## src/hw/rtl/ptf_pkg.sv

```systemverilog
// Package for the phase-angle triac firing block: register codes, reset
// values, state and configuration structs. No dependencies.
package ptf_pkg;

  localparam int unsigned FireDelayW   = 14;
  localparam int unsigned PulseWidthW  = 8;
  localparam int unsigned DebounceW    = 16;
  localparam int unsigned CfgDataW     = 16;
  localparam int unsigned CfgIdxW      = 2;

  // Register indexes of the configuration port
  typedef enum logic [CfgIdxW-1:0] {
    RegFireDelay  = 2'd0,
    RegPulseWidth = 2'd1,
    RegDebounce   = 2'd2
  } ptf_reg_e;

  localparam logic [FireDelayW-1:0]  FireDelayRst  = 14'd4000;
  localparam logic [PulseWidthW-1:0] PulseWidthRst = 8'd50;
  localparam logic [DebounceW-1:0]   DebounceRst   = 16'd1000;
  localparam logic [DebounceW-1:0]   AgeMax        = '1;

  typedef struct packed {
    logic [FireDelayW-1:0]  fire_delay;
    logic [PulseWidthW-1:0] pulse_width;
    logic [DebounceW-1:0]   debounce_window;
  } ptf_cfg_t;

  typedef struct packed {
    logic                   prev_level;
    logic [DebounceW-1:0]   edge_age;
    logic [FireDelayW-1:0]  delay_count;
    logic                   delay_running;
    logic [PulseWidthW-1:0] pulse_left;
  } ptf_state_t;

  typedef struct packed {
    logic gate;
    logic edge_accepted;
  } ptf_result_t;

endpackage

```

## src/hw/rtl/ptf_ifs.sv

```systemverilog
// Handshake interfaces of the triac firing block: tick input, result
// output and configuration write channel. Depends on ptf_pkg.
interface ptf_in_if;
  logic valid;
  logic ready;
  logic zc_level;
  modport source (output valid, output zc_level, input ready);
  modport sink   (input valid, input zc_level, output ready);
endinterface

interface ptf_out_if;
  logic valid;
  logic ready;
  logic gate;
  logic edge_accepted;
  modport source (output valid, output gate, output edge_accepted, input ready);
  modport sink   (input valid, input gate, input edge_accepted, output ready);
endinterface

interface ptf_cfg_if;
  logic                          valid;
  logic                          ready;
  logic [ptf_pkg::CfgIdxW-1:0]   index;
  logic [ptf_pkg::CfgDataW-1:0]  data;
  modport source (output valid, output index, output data, input ready);
  modport sink   (input valid, input index, input data, output ready);
endinterface

```

## src/hw/rtl/ptf_step.sv

```systemverilog
// One-tick update of the firing state: edge detect, debounce, delay count
// and gate pulse. Purely combinational. Depends on ptf_pkg.
module ptf_step (
  input  logic                 zc_level_i,
  input  ptf_pkg::ptf_cfg_t    cfg_i,
  input  ptf_pkg::ptf_state_t  state_i,
  output ptf_pkg::ptf_state_t  state_o,
  output ptf_pkg::ptf_result_t result_o
);

  logic [ptf_pkg::DebounceW-1:0]   age_now;
  logic                            rising;
  logic                            accepted;
  logic                            fire;
  logic [ptf_pkg::FireDelayW-1:0]  count_inc;
  logic [ptf_pkg::PulseWidthW-1:0] pulse_now;

  // Saturating edge age and debounce check
  assign age_now  = (state_i.edge_age == ptf_pkg::AgeMax) ? state_i.edge_age
                                                          : state_i.edge_age + 1'b1;
  assign rising   = zc_level_i & ~state_i.prev_level;
  assign accepted = rising && (age_now >= cfg_i.debounce_window);
  assign count_inc = state_i.delay_count + 1'b1;

  always_comb begin
    state_o            = state_i;
    state_o.prev_level = zc_level_i;
    state_o.edge_age   = rising ? '0 : age_now;
    fire               = 1'b0;

    // Delay count; an edge during a running delay leaves it alone
    if (state_i.delay_running) begin
      state_o.delay_count = count_inc;
      fire = (count_inc >= cfg_i.fire_delay);
    end else if (accepted) begin
      state_o.delay_count = '0;
      if (cfg_i.fire_delay == '0) begin
        fire = 1'b1;
      end else begin
        state_o.delay_running = 1'b1;
      end
    end

    if (fire) begin
      state_o.delay_running = 1'b0;
    end
    pulse_now = fire ? cfg_i.pulse_width : state_i.pulse_left;

    // Gate pulse countdown
    result_o.gate          = (pulse_now != '0);
    result_o.edge_accepted = accepted;
    state_o.pulse_left     = (pulse_now != '0) ? pulse_now - 1'b1 : pulse_now;
  end

endmodule

```

## src/hw/rtl/phase_angle_triac_firing_top.sv

```systemverilog
// Top level of the phase-angle triac firing block: input register, state,
// configuration registers and result register. Depends on ptf_pkg, ptf_ifs, ptf_step.
//
//  channel  dir  fields                  accepted when
//  in_i     in   zc_level                in_i.valid  && in_i.ready
//  out_o    out  gate, edge_accepted     out_o.valid && out_o.ready
//  cfg_i    in   index, data             cfg_i.valid && cfg_i.ready (always ready)
//
// One tick per cycle sustained while out_o does not stall; a tick taken into the input register
// passes through the combinational state update into the result register when the result
// register is empty or being read, and out_o.valid rises as it is loaded.
// Reset puts the configuration and the firing state at their defaults and empties both registers.
// When out_o stalls, an empty input register still takes one more tick, then
// in_i.ready drops until the result is taken.
module phase_angle_triac_firing_top (
  input  logic        clk_i,
  input  logic        rst_ni,
  ptf_in_if.sink      in_i,
  ptf_out_if.source   out_o,
  ptf_cfg_if.sink     cfg_i
);

  ptf_pkg::ptf_cfg_t    cfg_q;
  ptf_pkg::ptf_state_t  state_q, state_d;
  ptf_pkg::ptf_result_t result_d, result_q;
  logic                 in_valid_q;
  logic                 zc_q;
  logic                 out_valid_q;
  logic                 advance;

  // Configuration registers
  assign cfg_i.ready = 1'b1;

  always_ff @(posedge clk_i or negedge rst_ni) begin
    if (!rst_ni) begin
      cfg_q.fire_delay      <= ptf_pkg::FireDelayRst;
      cfg_q.pulse_width     <= ptf_pkg::PulseWidthRst;
      cfg_q.debounce_window <= ptf_pkg::DebounceRst;
    end else if (cfg_i.valid) begin
      unique case (cfg_i.index)
        ptf_pkg::RegFireDelay:  cfg_q.fire_delay  <= cfg_i.data[ptf_pkg::FireDelayW-1:0];
        ptf_pkg::RegPulseWidth: cfg_q.pulse_width <= cfg_i.data[ptf_pkg::PulseWidthW-1:0];
        ptf_pkg::RegDebounce:   cfg_q.debounce_window <= cfg_i.data;
        default: ;
      endcase
    end
  end

  // Pipeline control
  assign advance     = in_valid_q && (!out_valid_q || out_o.ready);
  assign in_i.ready  = !in_valid_q || advance;

  always_ff @(posedge clk_i or negedge rst_ni) begin
    if (!rst_ni) begin
      in_valid_q <= 1'b0;
    end else if (in_i.ready) begin
      in_valid_q <= in_i.valid;
    end
  end

  always_ff @(posedge clk_i) begin
    if (in_i.ready && in_i.valid) begin
      zc_q <= in_i.zc_level;
    end
  end

  ptf_step u_step (
    .zc_level_i (zc_q),
    .cfg_i      (cfg_q),
    .state_i    (state_q),
    .state_o    (state_d),
    .result_o   (result_d)
  );

  // Firing state
  always_ff @(posedge clk_i or negedge rst_ni) begin
    if (!rst_ni) begin
      state_q.prev_level    <= 1'b0;
      state_q.edge_age      <= ptf_pkg::AgeMax;
      state_q.delay_count   <= '0;
      state_q.delay_running <= 1'b0;
      state_q.pulse_left    <= '0;
    end else if (advance) begin
      state_q <= state_d;
    end
  end

  // Result register
  always_ff @(posedge clk_i or negedge rst_ni) begin
    if (!rst_ni) begin
      out_valid_q <= 1'b0;
    end else if (advance) begin
      out_valid_q <= 1'b1;
    end else if (out_o.ready) begin
      out_valid_q <= 1'b0;
    end
  end

  always_ff @(posedge clk_i) begin
    if (advance) begin
      result_q <= result_d;
    end
  end

  assign out_o.valid         = out_valid_q;
  assign out_o.gate          = result_q.gate;
  assign out_o.edge_accepted = result_q.edge_accepted;

endmodule

```

## src/flat_wrapper.sv

```systemverilog
// flat-port wrapper written by rule: the top's interface ports become plain ports
module phase_angle_triac_firing_top_flat 
  (clk_i, rst_ni, in_i_valid, in_i_zc_level, in_i_ready, out_o_valid, out_o_gate, out_o_edge_accepted, out_o_ready, cfg_i_valid, cfg_i_index, cfg_i_data, cfg_i_ready);
  ptf_in_if in_i_i ();
  ptf_out_if out_o_i ();
  ptf_cfg_if cfg_i_i ();
  input  logic clk_i;
  input  logic rst_ni;
  input wire logic [$bits(in_i_i.valid)-1:0] in_i_valid;
  input wire logic [$bits(in_i_i.zc_level)-1:0] in_i_zc_level;
  output wire logic [$bits(in_i_i.ready)-1:0] in_i_ready;
  output wire logic [$bits(out_o_i.valid)-1:0] out_o_valid;
  output wire logic [$bits(out_o_i.gate)-1:0] out_o_gate;
  output wire logic [$bits(out_o_i.edge_accepted)-1:0] out_o_edge_accepted;
  input wire logic [$bits(out_o_i.ready)-1:0] out_o_ready;
  input wire logic [$bits(cfg_i_i.valid)-1:0] cfg_i_valid;
  input wire logic [$bits(cfg_i_i.index)-1:0] cfg_i_index;
  input wire logic [$bits(cfg_i_i.data)-1:0] cfg_i_data;
  output wire logic [$bits(cfg_i_i.ready)-1:0] cfg_i_ready;
  assign in_i_i.valid = in_i_valid;
  assign in_i_i.zc_level = in_i_zc_level;
  assign in_i_ready = in_i_i.ready;
  assign out_o_valid = out_o_i.valid;
  assign out_o_gate = out_o_i.gate;
  assign out_o_edge_accepted = out_o_i.edge_accepted;
  assign out_o_i.ready = out_o_ready;
  assign cfg_i_i.valid = cfg_i_valid;
  assign cfg_i_i.index = cfg_i_index;
  assign cfg_i_i.data = cfg_i_data;
  assign cfg_i_ready = cfg_i_i.ready;
  phase_angle_triac_firing_top u_core (.clk_i(clk_i), .rst_ni(rst_ni), .in_i(in_i_i), .out_o(out_o_i), .cfg_i(cfg_i_i));
endmodule
```

## config.mk

```make
export PLATFORM = sky130hd
export DESIGN_NAME = phase_angle_triac_firing_top_flat
export DESIGN_NICKNAME = d
export VERILOG_FILES = /design/src/hw/rtl/ptf_pkg.sv /design/src/hw/rtl/ptf_ifs.sv /design/src/hw/rtl/ptf_step.sv /design/src/hw/rtl/phase_angle_triac_firing_top.sv /design/src/flat_wrapper.sv
export SDC_FILE = /design/constraint.sdc
export NUM_CORES = 1
export LEC_CHECK = 0
export ABC_CLOCK_PERIOD_IN_PS = 9200
export BUFFER_PORTS_ARGS = -buffer_cell sky130_fd_sc_hd__buf_2
export CAP_MARGIN = 40
export CORE_MARGIN = 3
export CORE_UTILIZATION = 45
export CTS_CLUSTER_DIAMETER = 30
export DETAILED_ROUTE_END_ITERATION = 7
export GPL_TIMING_DRIVEN = 0
export SYNTH_ARGS = -nofsm -noshare
export SYNTH_HDL_FRONTEND = slang
export SYNTH_HIERARCHICAL = 1
export SYNTH_SLANG_ARGS = --single-unit
```

## constraint.sdc

```tcl
create_clock -name clk_i -period 9.2 [get_ports clk_i]
set_input_delay 0.92 -clock clk_i [delete_from_list [all_inputs] [get_ports clk_i]]
set_output_delay 0.92 -clock clk_i [all_outputs]
set_load 0.005 [all_outputs]
```

==> load_flow_metrics.sql, run 1 <==
INSERT INTO impl_metrics (metric_group, metric, value, unit) VALUES
('timing', 'clock_skew', '0.01005', 'ns'),
('clock_network', 'tritoncts_num_sinks', '83', ''),
('timing', 'fin_hold_ws', '0.4965', 'ns'),
('synth', 'synth_cells', '491', ''),
('timing', 'layout_setup_ws', '3.083', 'ns'),
('status', 'result_of_the_run', 'complete, no violations', ''),
('clock_network', 'postCtsResizedCells', '0', ''),
('worst_setup_path', 'startpoint_type', 'flip-flop', ''),
('floorplanning', 'die_height', '114.6', 'um'),
('clock_network', 'clock_tree.htree_level_count', '3', ''),
('layout', 'ff_latch_area', '2131', 'sq um'),
('synth', 'synth_area_per_cell', '10.81', 'sq um'),
('layout', 'finish.net_count', '587', ''),
('placement', 'hpwl_detailed', '8118', 'um'),
('worst_setup_path', 'worst-endpoint-arrival', '6.35', 'ns'),
('synth', 'syn-cell-area', '5308', 'sq um'),
('clock_network', 'cts_buffers', '9', ''),
('layout', 'drive_above_1_share', '0.3402', ''),
('timing', 'grt_setup_unrepaired', 'no', ''),
('detailed_routing', 'avgViaCountPerCell', '5.348', ''),
('min_path', 'class_of_the_tightest_hold_or_removal_check', 'flip-flop to flip-flop', ''),
('clock_network', 'cts.clk_slew.worst_paths', '0.06', 'ns'),
('timing', 'max_slew.worst_pin.slew', '0.5711', 'ns'),
('detailed_routing', 'detail_route.wl_per_cell', '15.34', 'um'),
('job', 'cap_viol_max_count', '0', ''),
('timing', 'report.final.slew_viol_count', '0', ''),
('worst_setup_path', 'timing.critical_path.to_type', 'flip-flop', ''),
('clock_network', 'cts_root_buffer', 'clkbuf_16', ''),
('detailed_routing', 'ant_nets', '0', ''),
('grt', 'grt_pass1_vias', '3655', ''),
('detailed_routing', 'drt_first_iter_violations', '107', ''),
('clock_network', 'clock_latency', '0.34', 'ns'),
('layout', 'postLayoutCellArea', '6000', 'sq um'),
('grt', 'grt.total_usage', '0.1744', ''),
('grt', 'grt_overflow_total', '0', ''),
('power', 'cellPowerDensity', '226.0', 'nW/um^2'),
('synth', 'post_synth_edffs', '3', ''),
('floorplanning', 'dieArea', '13130', 'sq um'),
('detailed_routing', 'dr_total_vias', '3626', ''),
('synth', 'synth-seq-cells', '83', ''),
('power', 'p_total', '1.356', 'mW'),
('synth', 'yosys_most_used_dff', 'dfrtp_1', ''),
('layout', 'syn2layout_area_growth', '13.04', '%'),
('floorplanning', 'ios', '29', ''),
('synth', 'async_reset_ff_frac', '0.9639', ''),
('clock_network', 'ctsHoldBuffers', '0', ''),
('floorplanning', 'core', '11470', 'sq um'),
('placement', 'post-place-ws', '3.097', 'ns'),
('timing', 'finalSetupViolCount', '0', ''),
('detailed_routing', 'detailedRoute.firstPassIterationCount', '4', ''),
('worst_setup_path', 'cp.required', '9.43', 'ns'),
('timing', 'slew_headroom', '0.6151', ''),
('worst_setup_path', 'setup.reg_to_reg.worst_slack', '3.08', 'ns'),
('clock_network', 'post-cts-setup-buffer-count', '0', ''),
('floorplanning', 'die-width', '114.6', 'um'),
('floorplanning', 'starting_density_of_the_core', '0.4628', ''),
('timing', 'timing.final.crit_share', '0.6649', ''),
('clock_network', 'number_of_buffers_between_clock_root_and_the_deepest_sink', '2', ''),
('layout', 'layout.filler_cells', '1021', ''),
('synth', 'synth.net_count', '548', ''),
('worst_setup_path', 'path_max_fanout', '10', ''),
('detailed_routing', 'wl_met3', '387', 'um'),
('grt', 'grt_max_degree', '52', ''),
('timing', 'finalHoldViolCount', '0', ''),
('detailed_routing', 'wl_met1', '4763', 'um'),
('synth', 'number_of_different_library_cells_in_the_post_synthesis_netlist', '54', ''),
('placement', 'gpl.final_weighted_congestion', '0.8148', ''),
('grt', 'grt_antenna_before_repair', '0', ''),
('worst_setup_path', 'timing_worst_setup_path_type', 'flip-flop to flip-flop', ''),
('clock_network', 'tritoncts_clock_tree', 'done', ''),
('power', 'max_ir_drop_vdd', '0.1710', 'mV');
## power by group
part | leakage (nW) | total (mW) | switching, mW | internal [mW]
registers | 0.948 | 0.528 | 0.0733 | 0.455
clock network | 0.170 | 0.411 | 0.141 | 0.270
logic | 1.69 | 0.416 | 0.196 | 0.220
## cell usage after synthesis (2+ instances only)
cell	instances	area share
xor2_1	11	0.018
mux2i_1	10	0.019
nand3_1	14	0.013
nand2b_1	4	0.0047
buf_2	5	0.0047
nor2b_1	9	0.011
and4_1	2	0.0033
inv_1	35	0.025
ha_1	33	0.078
nor3b_1	2	0.0028
a21boi_0	8	0.011
and2_1	3	0.0035
clkbuf_1	5	0.0035
mux2_4	2	0.0057
nand2_1	35	0.025
or3_1	3	0.0035
a21o_1	5	0.0071
edfxtp_1	3	0.017
dfstp_2	31	0.15
nor2_1	20	0.014
and3_1	7	0.0083
dfrtp_1	49	0.23
nor3_1	12	0.011
a22o_1	4	0.0066
nand4_1	8	0.0094
nand3b_4	2	0.0075
nor4_1	5	0.0059
xnor2_1	19	0.031
a21oi_1	20	0.019
o21a_1	2	0.0028
o41ai_2	2	0.0061
o21ai_0	15	0.014
buf_4	4	0.0057
nor3b_2	2	0.0047
mux2_2	81	0.17
## cell type report
| cell class | instances | area share |
|---|---|---|
| plain buffers | 16 | 0.01752 |
| clock inverters | 3 | 0.01084 |
| inverters | 35 | 0.02190 |
| flip-flops and latches | 83 | 0.3552 |
| well taps | 143 | 0.02982 |
| multi-input cells | 357 | 0.4901 |
| clock buffers | 13 | 0.04713 |
| repair buffers | 28 | 0.02753 |
## final timing paths
check                                   startpoint                 end  depth (start not counted)
worst max-delay path            u_core/state_q[23]   u_core/state_q[3]                         21
max in group asynchronous                   rst_ni    u_core/cfg_q[17]                          2
min in group asynchronous                   rst_ni    u_core/cfg_q[14]                          1
worst min-delay path             u_core/in_valid_q  u_core/out_o.valid                          1
worst min register to register   u_core/in_valid_q  u_core/out_o.valid                          1
worst max register to register  u_core/state_q[23]   u_core/state_q[3]                         21
## logic make-up (layout without fill, tap and decap cells)
kind of cell / Yosys count / count (layout) / synth area share
XOR/XNOR: 30 / 30 / 0.04950
flip-flops: 83 / 83 / 0.4015
adder cells (fa/ha/maj): 33 / 33 / 0.07779
buffers and inverters: 51 / 95 / 0.04456
AO/OA/AOI/OAI: 62 / 62 / 0.07992
AND/OR/NAND/NOR: 138 / 138 / 0.1497
other: 1 / 1 / 0.0007065
multiplexers: 93 / 93 / 0.1964
## worst max-delay path, stage by stage, from the launching register on
cell	delay [ns]
dfstp_2	0.56
ha_1	0.21
nand2_1	0.14
nor4_4	0.44
a21oi_1	0.24
and3_1	0.25
xor2_1	0.29
ha_1	0.30
nand4_1	0.09
or2_1	0.18
a21oi_1	0.10
o41ai_2	0.56
nand3b_4	0.27
buf_12	0.15
mux2i_1	0.19
ha_1	0.19
or3b_2	0.49
nor3_2	0.21
nor3b_2	0.49
nor2_1	0.13
mux2_4	0.28
mux2_2	0.25
## placed cells by master, fill, tap and decap left out, types with 3 or more instances in the layout
cell type,count
mux2_2,81
dfrtp_1,49
nand2_1,35
inv_1,35
ha_1,33
buf_2,31
dfstp_2,31
a21oi_1,20
nor2_1,20
xnor2_1,19
o21ai_0,15
nand3_1,14
nor3_1,12
clkbuf_16,11
xor2_1,11
mux2i_1,10
nor2b_1,9
nand4_1,8
a21boi_0,8
clkbuf_1,7
and3_1,7
buf_4,5
a21o_1,5
nor4_1,5
nand2b_1,4
a22o_1,4
and2_1,3
edfxtp_1,3
or3_1,3
## per-layer routing
metal | vias up | global-route usage
met5 | - | 0
met4 | 0 | 0.06255
met3 | 15 | 0.04651
met2 | 42 | 0.2887
met1 | 1745 | 0.2191
li1 | 1824 | -
## registers in the layout, summed over array words and instances, names as in the netlist
signal and count:
u_core/state_q 40, u_core/out_o.gate 1, u_core/out_o.edge_accepted 1, u_core/in_valid_q 1
u_core/out_o.valid 1, u_core/cfg_q 38, u_core/zc_q 1
Note: power is estimated with default switching activity, not from simulation.
==> run 2: changes to the inputs <==
Settings changed: ABC_CLOCK_PERIOD_IN_PS 9200 to 5500.
Clock period 9.2 ns to 5.5 ns, I/O delays scaled along.
==> load_flow_metrics.sql, run 2 (synthesized netlist as in run 1, its figures left out) <==
INSERT INTO impl_metrics (metric_group, metric, value, unit) VALUES
('status', 'result_of_the_run', 'complete, no violations', ''),
('worst_setup_path', 'timing.critical_path.to_type', 'flip-flop', ''),
('layout', 'largest_registers', 'u_core/state_q x40, u_core/cfg_q x38', ''),
('grt', 'grt_antenna_before_repair', '0', ''),
('placement', 'gpl.final_weighted_congestion', '0.8148', ''),
('clock_network', 'cts_buffers', '9', ''),
('detailed_routing', 'avgViaCountPerCell', '5.393', ''),
('detailed_routing', 'drt_first_iter_violations', '118', ''),
('timing', 'finalHoldViolCount', '0', ''),
('power', 'p_total', '2.359', 'mW'),
('power', 'power.static_leakage', '2.926', 'nW'),
('clock_network', 'ctsHoldBuffers', '0', ''),
('layout', 'layout_common_cells', '81 x mux2_2, 49 x dfrtp_1, 35 x inv_1, 33 x nand2_1', ''),
('floorplanning', 'dieArea', '13130', 'sq um'),
('worst_setup_path', 'worst-endpoint-arrival', '5.43', 'ns'),
('timing', 'totalNegativeSetupSlack', '0', 'ns'),
('detailed_routing', 'dr_total_vias', '3743', ''),
('layout', 'postLayoutCellArea', '6264', 'sq um'),
('grt', 'grt_first_pass_wirelength', '18120', 'um'),
('worst_setup_path', 'timing_worst_setup_path_type', 'flip-flop to flip-flop', ''),
('layout', 'antenna_cells', '0', ''),
('clock_network', 'tritoncts_clock_tree', 'done', ''),
('grt', 'grt_overflow_total', '0', ''),
('floorplanning', 'rows', '39', ''),
('floorplanning', 'core', '11470', 'sq um'),
('layout', 'layout_commonest_cell', 'mux2_2', ''),
('clock_network', 'tritoncts_num_sinks', '83', ''),
('timing', 'timing.final.crit_share', '0.9450', ''),
('floorplanning', 'die_height', '114.6', 'um'),
('worst_setup_path', 'cp.required', '5.73', 'ns'),
('clock_network', 'cts_root_buffer', 'clkbuf_16', ''),
('job', 'cap_viol_max_count', '0', ''),
('timing', 'clock_skew', '0.009608', 'ns'),
('timing', 'slew_headroom', '0.6099', ''),
('worst_setup_path', 'startpoint_type', 'flip-flop', ''),
('layout', 'regMostFlops', 'u_core/state_q', ''),
('grt', 'grt.total_usage', '0.1759', ''),
('clock_network', 'number_of_buffers_between_clock_root_and_the_deepest_sink', '2', ''),
('layout', 'fin_cells', '694', ''),
('timing', 'finalSetupViolCount', '0', ''),
('placement', 'numPlacedInstances', '662', ''),
('worst_setup_path', 'worst_r2r_startpoint', 'u_core/state_q[24]', ''),
('timing', 'max_slew.worst_pin.slew', '0.5788', 'ns'),
('detailed_routing', 'detail_route.wl_per_cell', '15.54', 'um'),
('timing', 'post-route-min-period', '5.197', 'ns'),
('layout', 'largest_reg_flops', '40', ''),
('worst_setup_path', 'path_max_fanout', '5', ''),
('placement', 'place.port_buffers', '27', ''),
('clock_network', 'cts.clk_slew.worst_paths', '0.06', 'ns'),
('placement', 'hpwl_detailed', '8118', 'um'),
('placement', 'dpl_cell_area', '5652', 'sq um'),
('detailed_routing', 'detailedRoute.firstPassIterationCount', '4', ''),
('timing', 'achievable-frequency', '192.4', 'MHz'),
('layout', 'drive_above_1_share', '0.3884', ''),
('timing', 'report.final.slew_viol_count', '0', ''),
('detailed_routing', 'drc_errors', '0', ''),
('power', 'cellPowerDensity', '376.6', 'nW/um^2'),
('worst_setup_path', 'timing.critical_path.from', 'u_core/state_q[24]', ''),
('detailed_routing', 'ant_nets', '0', ''),
('timing', 'fin_hold_ws', '0.1373', 'ns'),
('clock_network', 'clock_latency', '0.34', 'ns'),
('layout', 'finish.net_count', '603', ''),
('floorplanning', 'starting_density_of_the_core', '0.4628', ''),
('floorplanning', 'die-width', '114.6', 'um'),
('worst_setup_path', 'setup.reg_to_reg.worst_slack', '0.30', 'ns'),
('grt', 'grt_pass1_vias', '3689', ''),
('layout', 'syn2layout_area_growth', '18.01', '%'),
('power', 'max_ir_drop_vdd', '0.2958', 'mV'),
('floorplanning', 'ios', '29', ''),
('detailed_routing', 'route.final.wire_length', '10780', 'um'),
('clock_network', 'clock_tree.htree_level_count', '3', ''),
('min_path', 'class_of_the_tightest_hold_or_removal_check', 'primary input to asynchronous set/reset pin', ''),
('grt', 'grt_max_degree', '52', '');
run 2: final cells by class:
type / count / area [sq um]
buffer: 16 / 105.1
clock buffer: 13 / 282.8
fill: 983 / 5204
tap: 143 / 178.9
clock inverter: 3 / 65.06
multi-input combinational: 357 / 3080
inverter: 35 / 131.4
timing repair buffer: 44 / 289.0
sequential: 83 / 2131
run 2: timing repair:
item / CTS / global route
gates resized for setup: 5 / 21
endpoints found under the setup margin: 8 / 7
pin swaps: 3 / 11
setup buffers: 6 / 10
run 2: where the power goes:
group | leakage [nW] | switching [mW] | internal [mW] | total (mW)
combinational | 1.81 | 0.358 | 0.422 | 0.780
clock | 0.170 | 0.237 | 0.452 | 0.689
sequential | 0.948 | 0.128 | 0.761 | 0.890
run 2: worst max-delay path: stages, from the launching register on:
cell      delay [ns]
dfstp_2         0.57
ha_4            0.15
nand2_2         0.08
nor4_4          0.32
buf_4           0.19
a21o_1          0.18
nor2_1          0.08
xor2_2          0.16
ha_1            0.32
a21oi_1         0.19
a21oi_2         0.12
o41ai_4         0.39
nand3b_4        0.23
buf_12          0.12
mux2i_2         0.20
ha_2            0.20
or3b_4          0.40
nor3_4          0.23
nor3b_4         0.29
buf_6           0.15
nor3_1          0.04
a21oi_1         0.11
mux2i_1         0.08
mux2_2          0.26
run 2: worst paths after layout:
kind,cells after the start,endpoint
setup / recovery,23,u_core/state_q[2]
hold / removal,1,u_core/cfg_q[14]
setup reg to reg,23,u_core/state_q[2]
hold reg to reg,1,u_core/out_o.valid
max in group asynchronous,2,u_core/cfg_q[17]
min in group clk_i,1,u_core/zc_q
run 2: through the flow:
stage / util / setup WS [ns]
2_1_floorplan: - / 0.3050
3_3_place_gp: 0.4902 / -0.5283
3_5_place_dp: 0.4929 / -0.6027
4_1_cts: 0.5302 / 0.06460
5_1_grt: 0.5462 / -0.02012
6_report: 0.5462 / 0.3026
run 2: per-layer routing:
metal | GRT usage | vias up | routed length [um]
met5 | 0 | - | 0
met1 | 0.2215 | 1825 | 4919
met3 | 0.04651 | 17 | 327
met4 | 0.06255 | 0 | 222
met2 | 0.2910 | 46 | 5313
li1 | - | 1855 | -
==> run 3: changes to the inputs <==
Settings changed: ABC_CLOCK_PERIOD_IN_PS 5500 to 5060, SYNTH_HIERARCHICAL 1 to default.
Clock period 5.5 ns to 5.06 ns, I/O delays scaled along.
==> load_flow_metrics.sql, run 3 <==
INSERT INTO impl_metrics (metric_group, metric, value, unit) VALUES
('grt', 'grt_first_pass_wirelength', '18560', 'um'),
('layout', 'regMostFlops', 'u_core.state_q', ''),
('power', 'power_frac_comb', '0.262', ''),
('grt', 'grt_overflow_total', '0', ''),
('power', 'cellPowerDensity', '333.4', 'nW/um^2'),
('power', 'power.static_leakage', '2.459', 'nW'),
('detailed_routing', 'detail_route.wl_per_cell', '16.05', 'um'),
('clock_network', 'clock_tree.htree_level_count', '3', ''),
('worst_setup_path', 'timing_worst_setup_path_type', 'flip-flop to flip-flop', ''),
('detailed_routing', 'drt_first_iter_violations', '163', ''),
('timing', 'max_slew.worst_pin.slew', '0.6796', 'ns'),
('layout', 'postLayoutCellArea', '5592', 'sq um'),
('detailed_routing', 'route.final.wire_length', '11200', 'um'),
('synth', 'synth_cells', '502', ''),
('timing', 'timing.final.crit_share', '0.9517', ''),
('floorplanning', 'starting_density_of_the_core', '0.4669', ''),
('placement', 'hpwl_detailed', '8365', 'um'),
('synth', 'post_synth_edffs', '3', ''),
('synth', 'async_reset_ff_frac', '0.9639', ''),
('status', 'result_of_the_run', 'complete, no violations', ''),
('synth', 'leading_cell_types_by_total_area_after_synthesis', 'dfrtp_1 25%, dfstp_2 17%, ha_1 8.5%', ''),
('placement', 'post-place-ws', '-0.8659', 'ns'),
('layout', 'drive_above_1_share', '0.2491', ''),
('timing', 'finalSetupViolCount', '0', ''),
('power', 'max_ir_drop_vdd', '0.2020', 'mV'),
('layout', 'antenna_cells', '0', ''),
('worst_setup_path', 'setup.reg_to_reg.worst_slack', '0.24', 'ns'),
('placement', 'place.port_buffers', '27', ''),
('synth', 'synth-warning-count', '0', ''),
('clock_network', 'cts_root_buffer', 'clkbuf_8', ''),
('layout', 'largest_reg_flops', '40', ''),
('worst_setup_path', 'timing.critical_path.to_type', 'flip-flop', ''),
('worst_setup_path', 'reg2reg_to', 'u_core.state_q[1]', ''),
('floorplanning', 'rows', '37', ''),
('grt', 'grt.total_usage', '0.1972', ''),
('worst_setup_path', 'worst-endpoint-arrival', '5.12', 'ns'),
('clock_network', 'clock_latency', '0.37', 'ns'),
('worst_setup_path', 'cp.required', '5.36', 'ns'),
('detailed_routing', 'detailedRoute.firstPassIterationCount', '4', ''),
('clock_network', 'tritoncts_num_sinks', '83', ''),
('clock_network', 'ctsHoldBuffers', '0', ''),
('timing', 'slew_headroom', '0.5469', ''),
('synth', 'syn-cell-area', '4885', 'sq um'),
('detailed_routing', 'dr_total_vias', '3809', ''),
('floorplanning', 'dieArea', '12140', 'sq um'),
('synth', 'yosys_most_used_dff', 'dfrtp_1', ''),
('clock_network', 'cts_buffers', '9', ''),
('worst_setup_path', 'path_max_fanout', '8', ''),
('worst_setup_path', 'crit_end', 'u_core.state_q[1]', ''),
('timing', 'totalNegativeSetupSlack', '0', 'ns'),
('synth', 'synth_commonest_cells', '50 x nand2_1, 49 x dfrtp_1, 39 x nor2_1, 34 x inv_1, 33 x ha_1', ''),
('synth', 'synth_area_per_cell', '9.730', 'sq um'),
('floorplanning', 'die_height', '110.2', 'um'),
('grt', 'grt_antenna_before_repair', '0', ''),
('placement', 'gpl.final_weighted_congestion', '0.8485', ''),
('synth', 'synth.largest_area_cell', 'dfrtp_1', ''),
('power', 'cellInternalPower', '1.221', 'mW'),
('timing', 'clock_skew', '0.01091', 'ns'),
('synth', 'number_of_different_library_cells_in_the_post_synthesis_netlist', '49', ''),
('worst_setup_path', 'startpoint_type', 'flip-flop', ''),
('power', 'switching_share_of_total_power', '0.3453', ''),
('layout', 'finish.net_count', '614', ''),
('grt', 'grt_max_degree', '47', ''),
('detailed_routing', 'drc_errors', '0', ''),
('timing', 'achievable-frequency', '207.6', 'MHz'),
('power', 'seq_power_share', '0.493', ''),
('synth', 'synth-seq-cells', '83', ''),
('synth', 'yosys.area.top_type_share', '0.2510', ''),
('clock_network', 'tritoncts_clock_tree', 'done', ''),
('synth', 'synth.yosys.seq_area_share', '0.4362', ''),
('synth', 'synth.net_count', '559', ''),
('min_path', 'class_of_the_tightest_hold_or_removal_check', 'primary input to asynchronous set/reset pin', ''),
('detailed_routing', 'ant_nets', '0', ''),
('job', 'cap_viol_max_count', '0', ''),
('timing', 'post-route-min-period', '4.816', 'ns'),
('timing', 'report.final.slew_viol_count', '0', ''),
('detailed_routing', 'avgViaCountPerCell', '5.457', ''),
('layout', 'syn2layout_area_growth', '14.47', '%'),
('synth', 'synth_most_common_cell', 'nand2_1', ''),
('layout', 'layout_common_cells', '49 x nand2_1, 49 x dfrtp_1, 38 x nor2_1, 34 x inv_1, 32 x ha_1', ''),
('worst_setup_path', 'worst_r2r_startpoint', 'u_core.state_q[27]', ''),
('floorplanning', 'core', '10460', 'sq um'),
('timing', 'layout_setup_ws', '0.2442', 'ns'),
('clock_network', 'cts.clk_slew.worst_paths', '0.09', 'ns'),
('placement', 'dpl_cell_area', '5225', 'sq um'),
('timing', 'finalHoldViolCount', '0', ''),
('floorplanning', 'die-width', '110.2', 'um'),
('grt', 'grt_pass1_vias', '3809', ''),
('power', 'p_sw', '0.6438', 'mW'),
('floorplanning', 'ios', '29', ''),
('clock_network', 'number_of_buffers_between_clock_root_and_the_deepest_sink', '2', ''),
('layout', 'layout.filler_cells', '964', ''),
('worst_setup_path', 'timing.critical_path.from', 'u_core.state_q[27]', ''),
('worst_setup_path', 'number_of_cells_on_the_worst_reg_to_reg_path', '22', ''),
('layout', 'largest_registers', 'u_core.state_q x40, u_core.cfg_q x38', ''),
('power', 'p_clk_frac', '0.245', '');
run 3: cell count changes in the layout (fill, tap and decap cells not counted), moves of 11 or more:
cell       delta
mux2_2       -55
a32o_1       +13
nor2_1       +18
clkbuf_16    -11
nand2_1      +16
run 3: routing by layer:
layer / vias up / wire [um] / GRT usage
met5: - / 0 / 0
met4: 0 / 136 / 0.06508
met3: 12 / 272 / 0.03960
met2: 51 / 5663 / 0.3332
met1: 1835 / 5127 / 0.2532
li1: 1911 / - / -
run 3: cells by family after synthesis:
kind of cell             Yosys count  synth area share
AO/OA/AOI/OAI                    110            0.1570
AND/OR/NAND/NOR                  166            0.1650
adder cells (fa/ha/maj)           33           0.08453
XOR/XNOR                          25           0.04483
flip-flops                        83            0.4362
multiplexers                      30           0.06814
other                              1         0.0007677
buffers and inverters             54           0.04354
run 3: area by class of cell:
cell class / instances / area (sq um) / area share
Multi-Input combinational cell: 365 / 2595 / 0.4641
Sequential cell: 83 / 2131 / 0.3811
Inverter: 35 / 131.4 / 0.02350
Clock inverter: 6 / 50.05 / 0.008951
Timing Repair Buffer: 46 / 297.8 / 0.05326
Tap cell: 136 / 170.2 / 0.03043
Clock buffer: 10 / 137.6 / 0.02461
Buffer: 17 / 78.83 / 0.01410
run 3: worst min path at each step:
stage,from,end,slack [ns]
final,rst_ni,u_core.state_q[4],0.09
after floorplan,rst_ni,u_core.cfg_q[0],0.21
after global routing,rst_ni,u_core.state_q[6],0.09
after global placement,u_core.in_valid_q,u_core.out_o.valid,0.47
after detailed placement,u_core.state_q[39],u_core.state_q[39],0.48
after CTS,rst_ni,u_core.state_q[4],0.09
run 3: power by group through the flow:
stage / Clock (mW) / Combinational [mW] / Sequential (mW)
3_3_place_gp: 0 / 0.448 / 0.920
2_1_floorplan: 0 / 0.345 / 0.889
6_report: 0.457 / 0.488 / 0.919
4_1_cts: 0.473 / 0.478 / 0.912
5_1_grt: 0.498 / 0.553 / 0.937
3_5_place_dp: 0 / 0.468 / 0.922
run 3: repair_timing:
item,in CTS,in global routing
setup buffers,6,11
resized for setup,6,8
endpoints found under the setup margin,9,9
cloned,0,0
pin swaps,6,6
run 3: through the flow:
| step | power [mW] | utilization | hold slack (ns) | std cells |
|---|---|---|---|---|
| after floorplan | 1.235 | - | 0.2104 | 502 |
| after global routing | 1.988 | 0.5344 | 0.09449 | 698 |
| final | 1.864 | 0.5344 | 0.08730 | 698 |
| after global placement | 1.367 | 0.4961 | 0.4680 | 665 |
| after detailed placement | 1.389 | 0.4994 | 0.4845 | 667 |
| after CTS | 1.864 | 0.5242 | 0.09361 | 688 |
run 3: worst max-delay path, stage by stage, from the launching register on:
cell       delay (ns)
dfstp_2          0.58
and4_4           0.23
and3_4           0.19
nand3_2          0.12
or2_1            0.22
buf_2            0.15
nand4_1          0.17
nor3_1           0.09
xor2_1           0.16
ha_1             0.35
nand4_1          0.09
or4_1            0.52
o211a_2          0.17
a2bb2oi_4        0.17
buf_6            0.15
mux2i_2          0.19
ha_2             0.22
buf_4            0.15
nand3b_1         0.17
o21ai_4          0.21
inv_2            0.07
a221oi_2         0.25
a21o_1           0.11
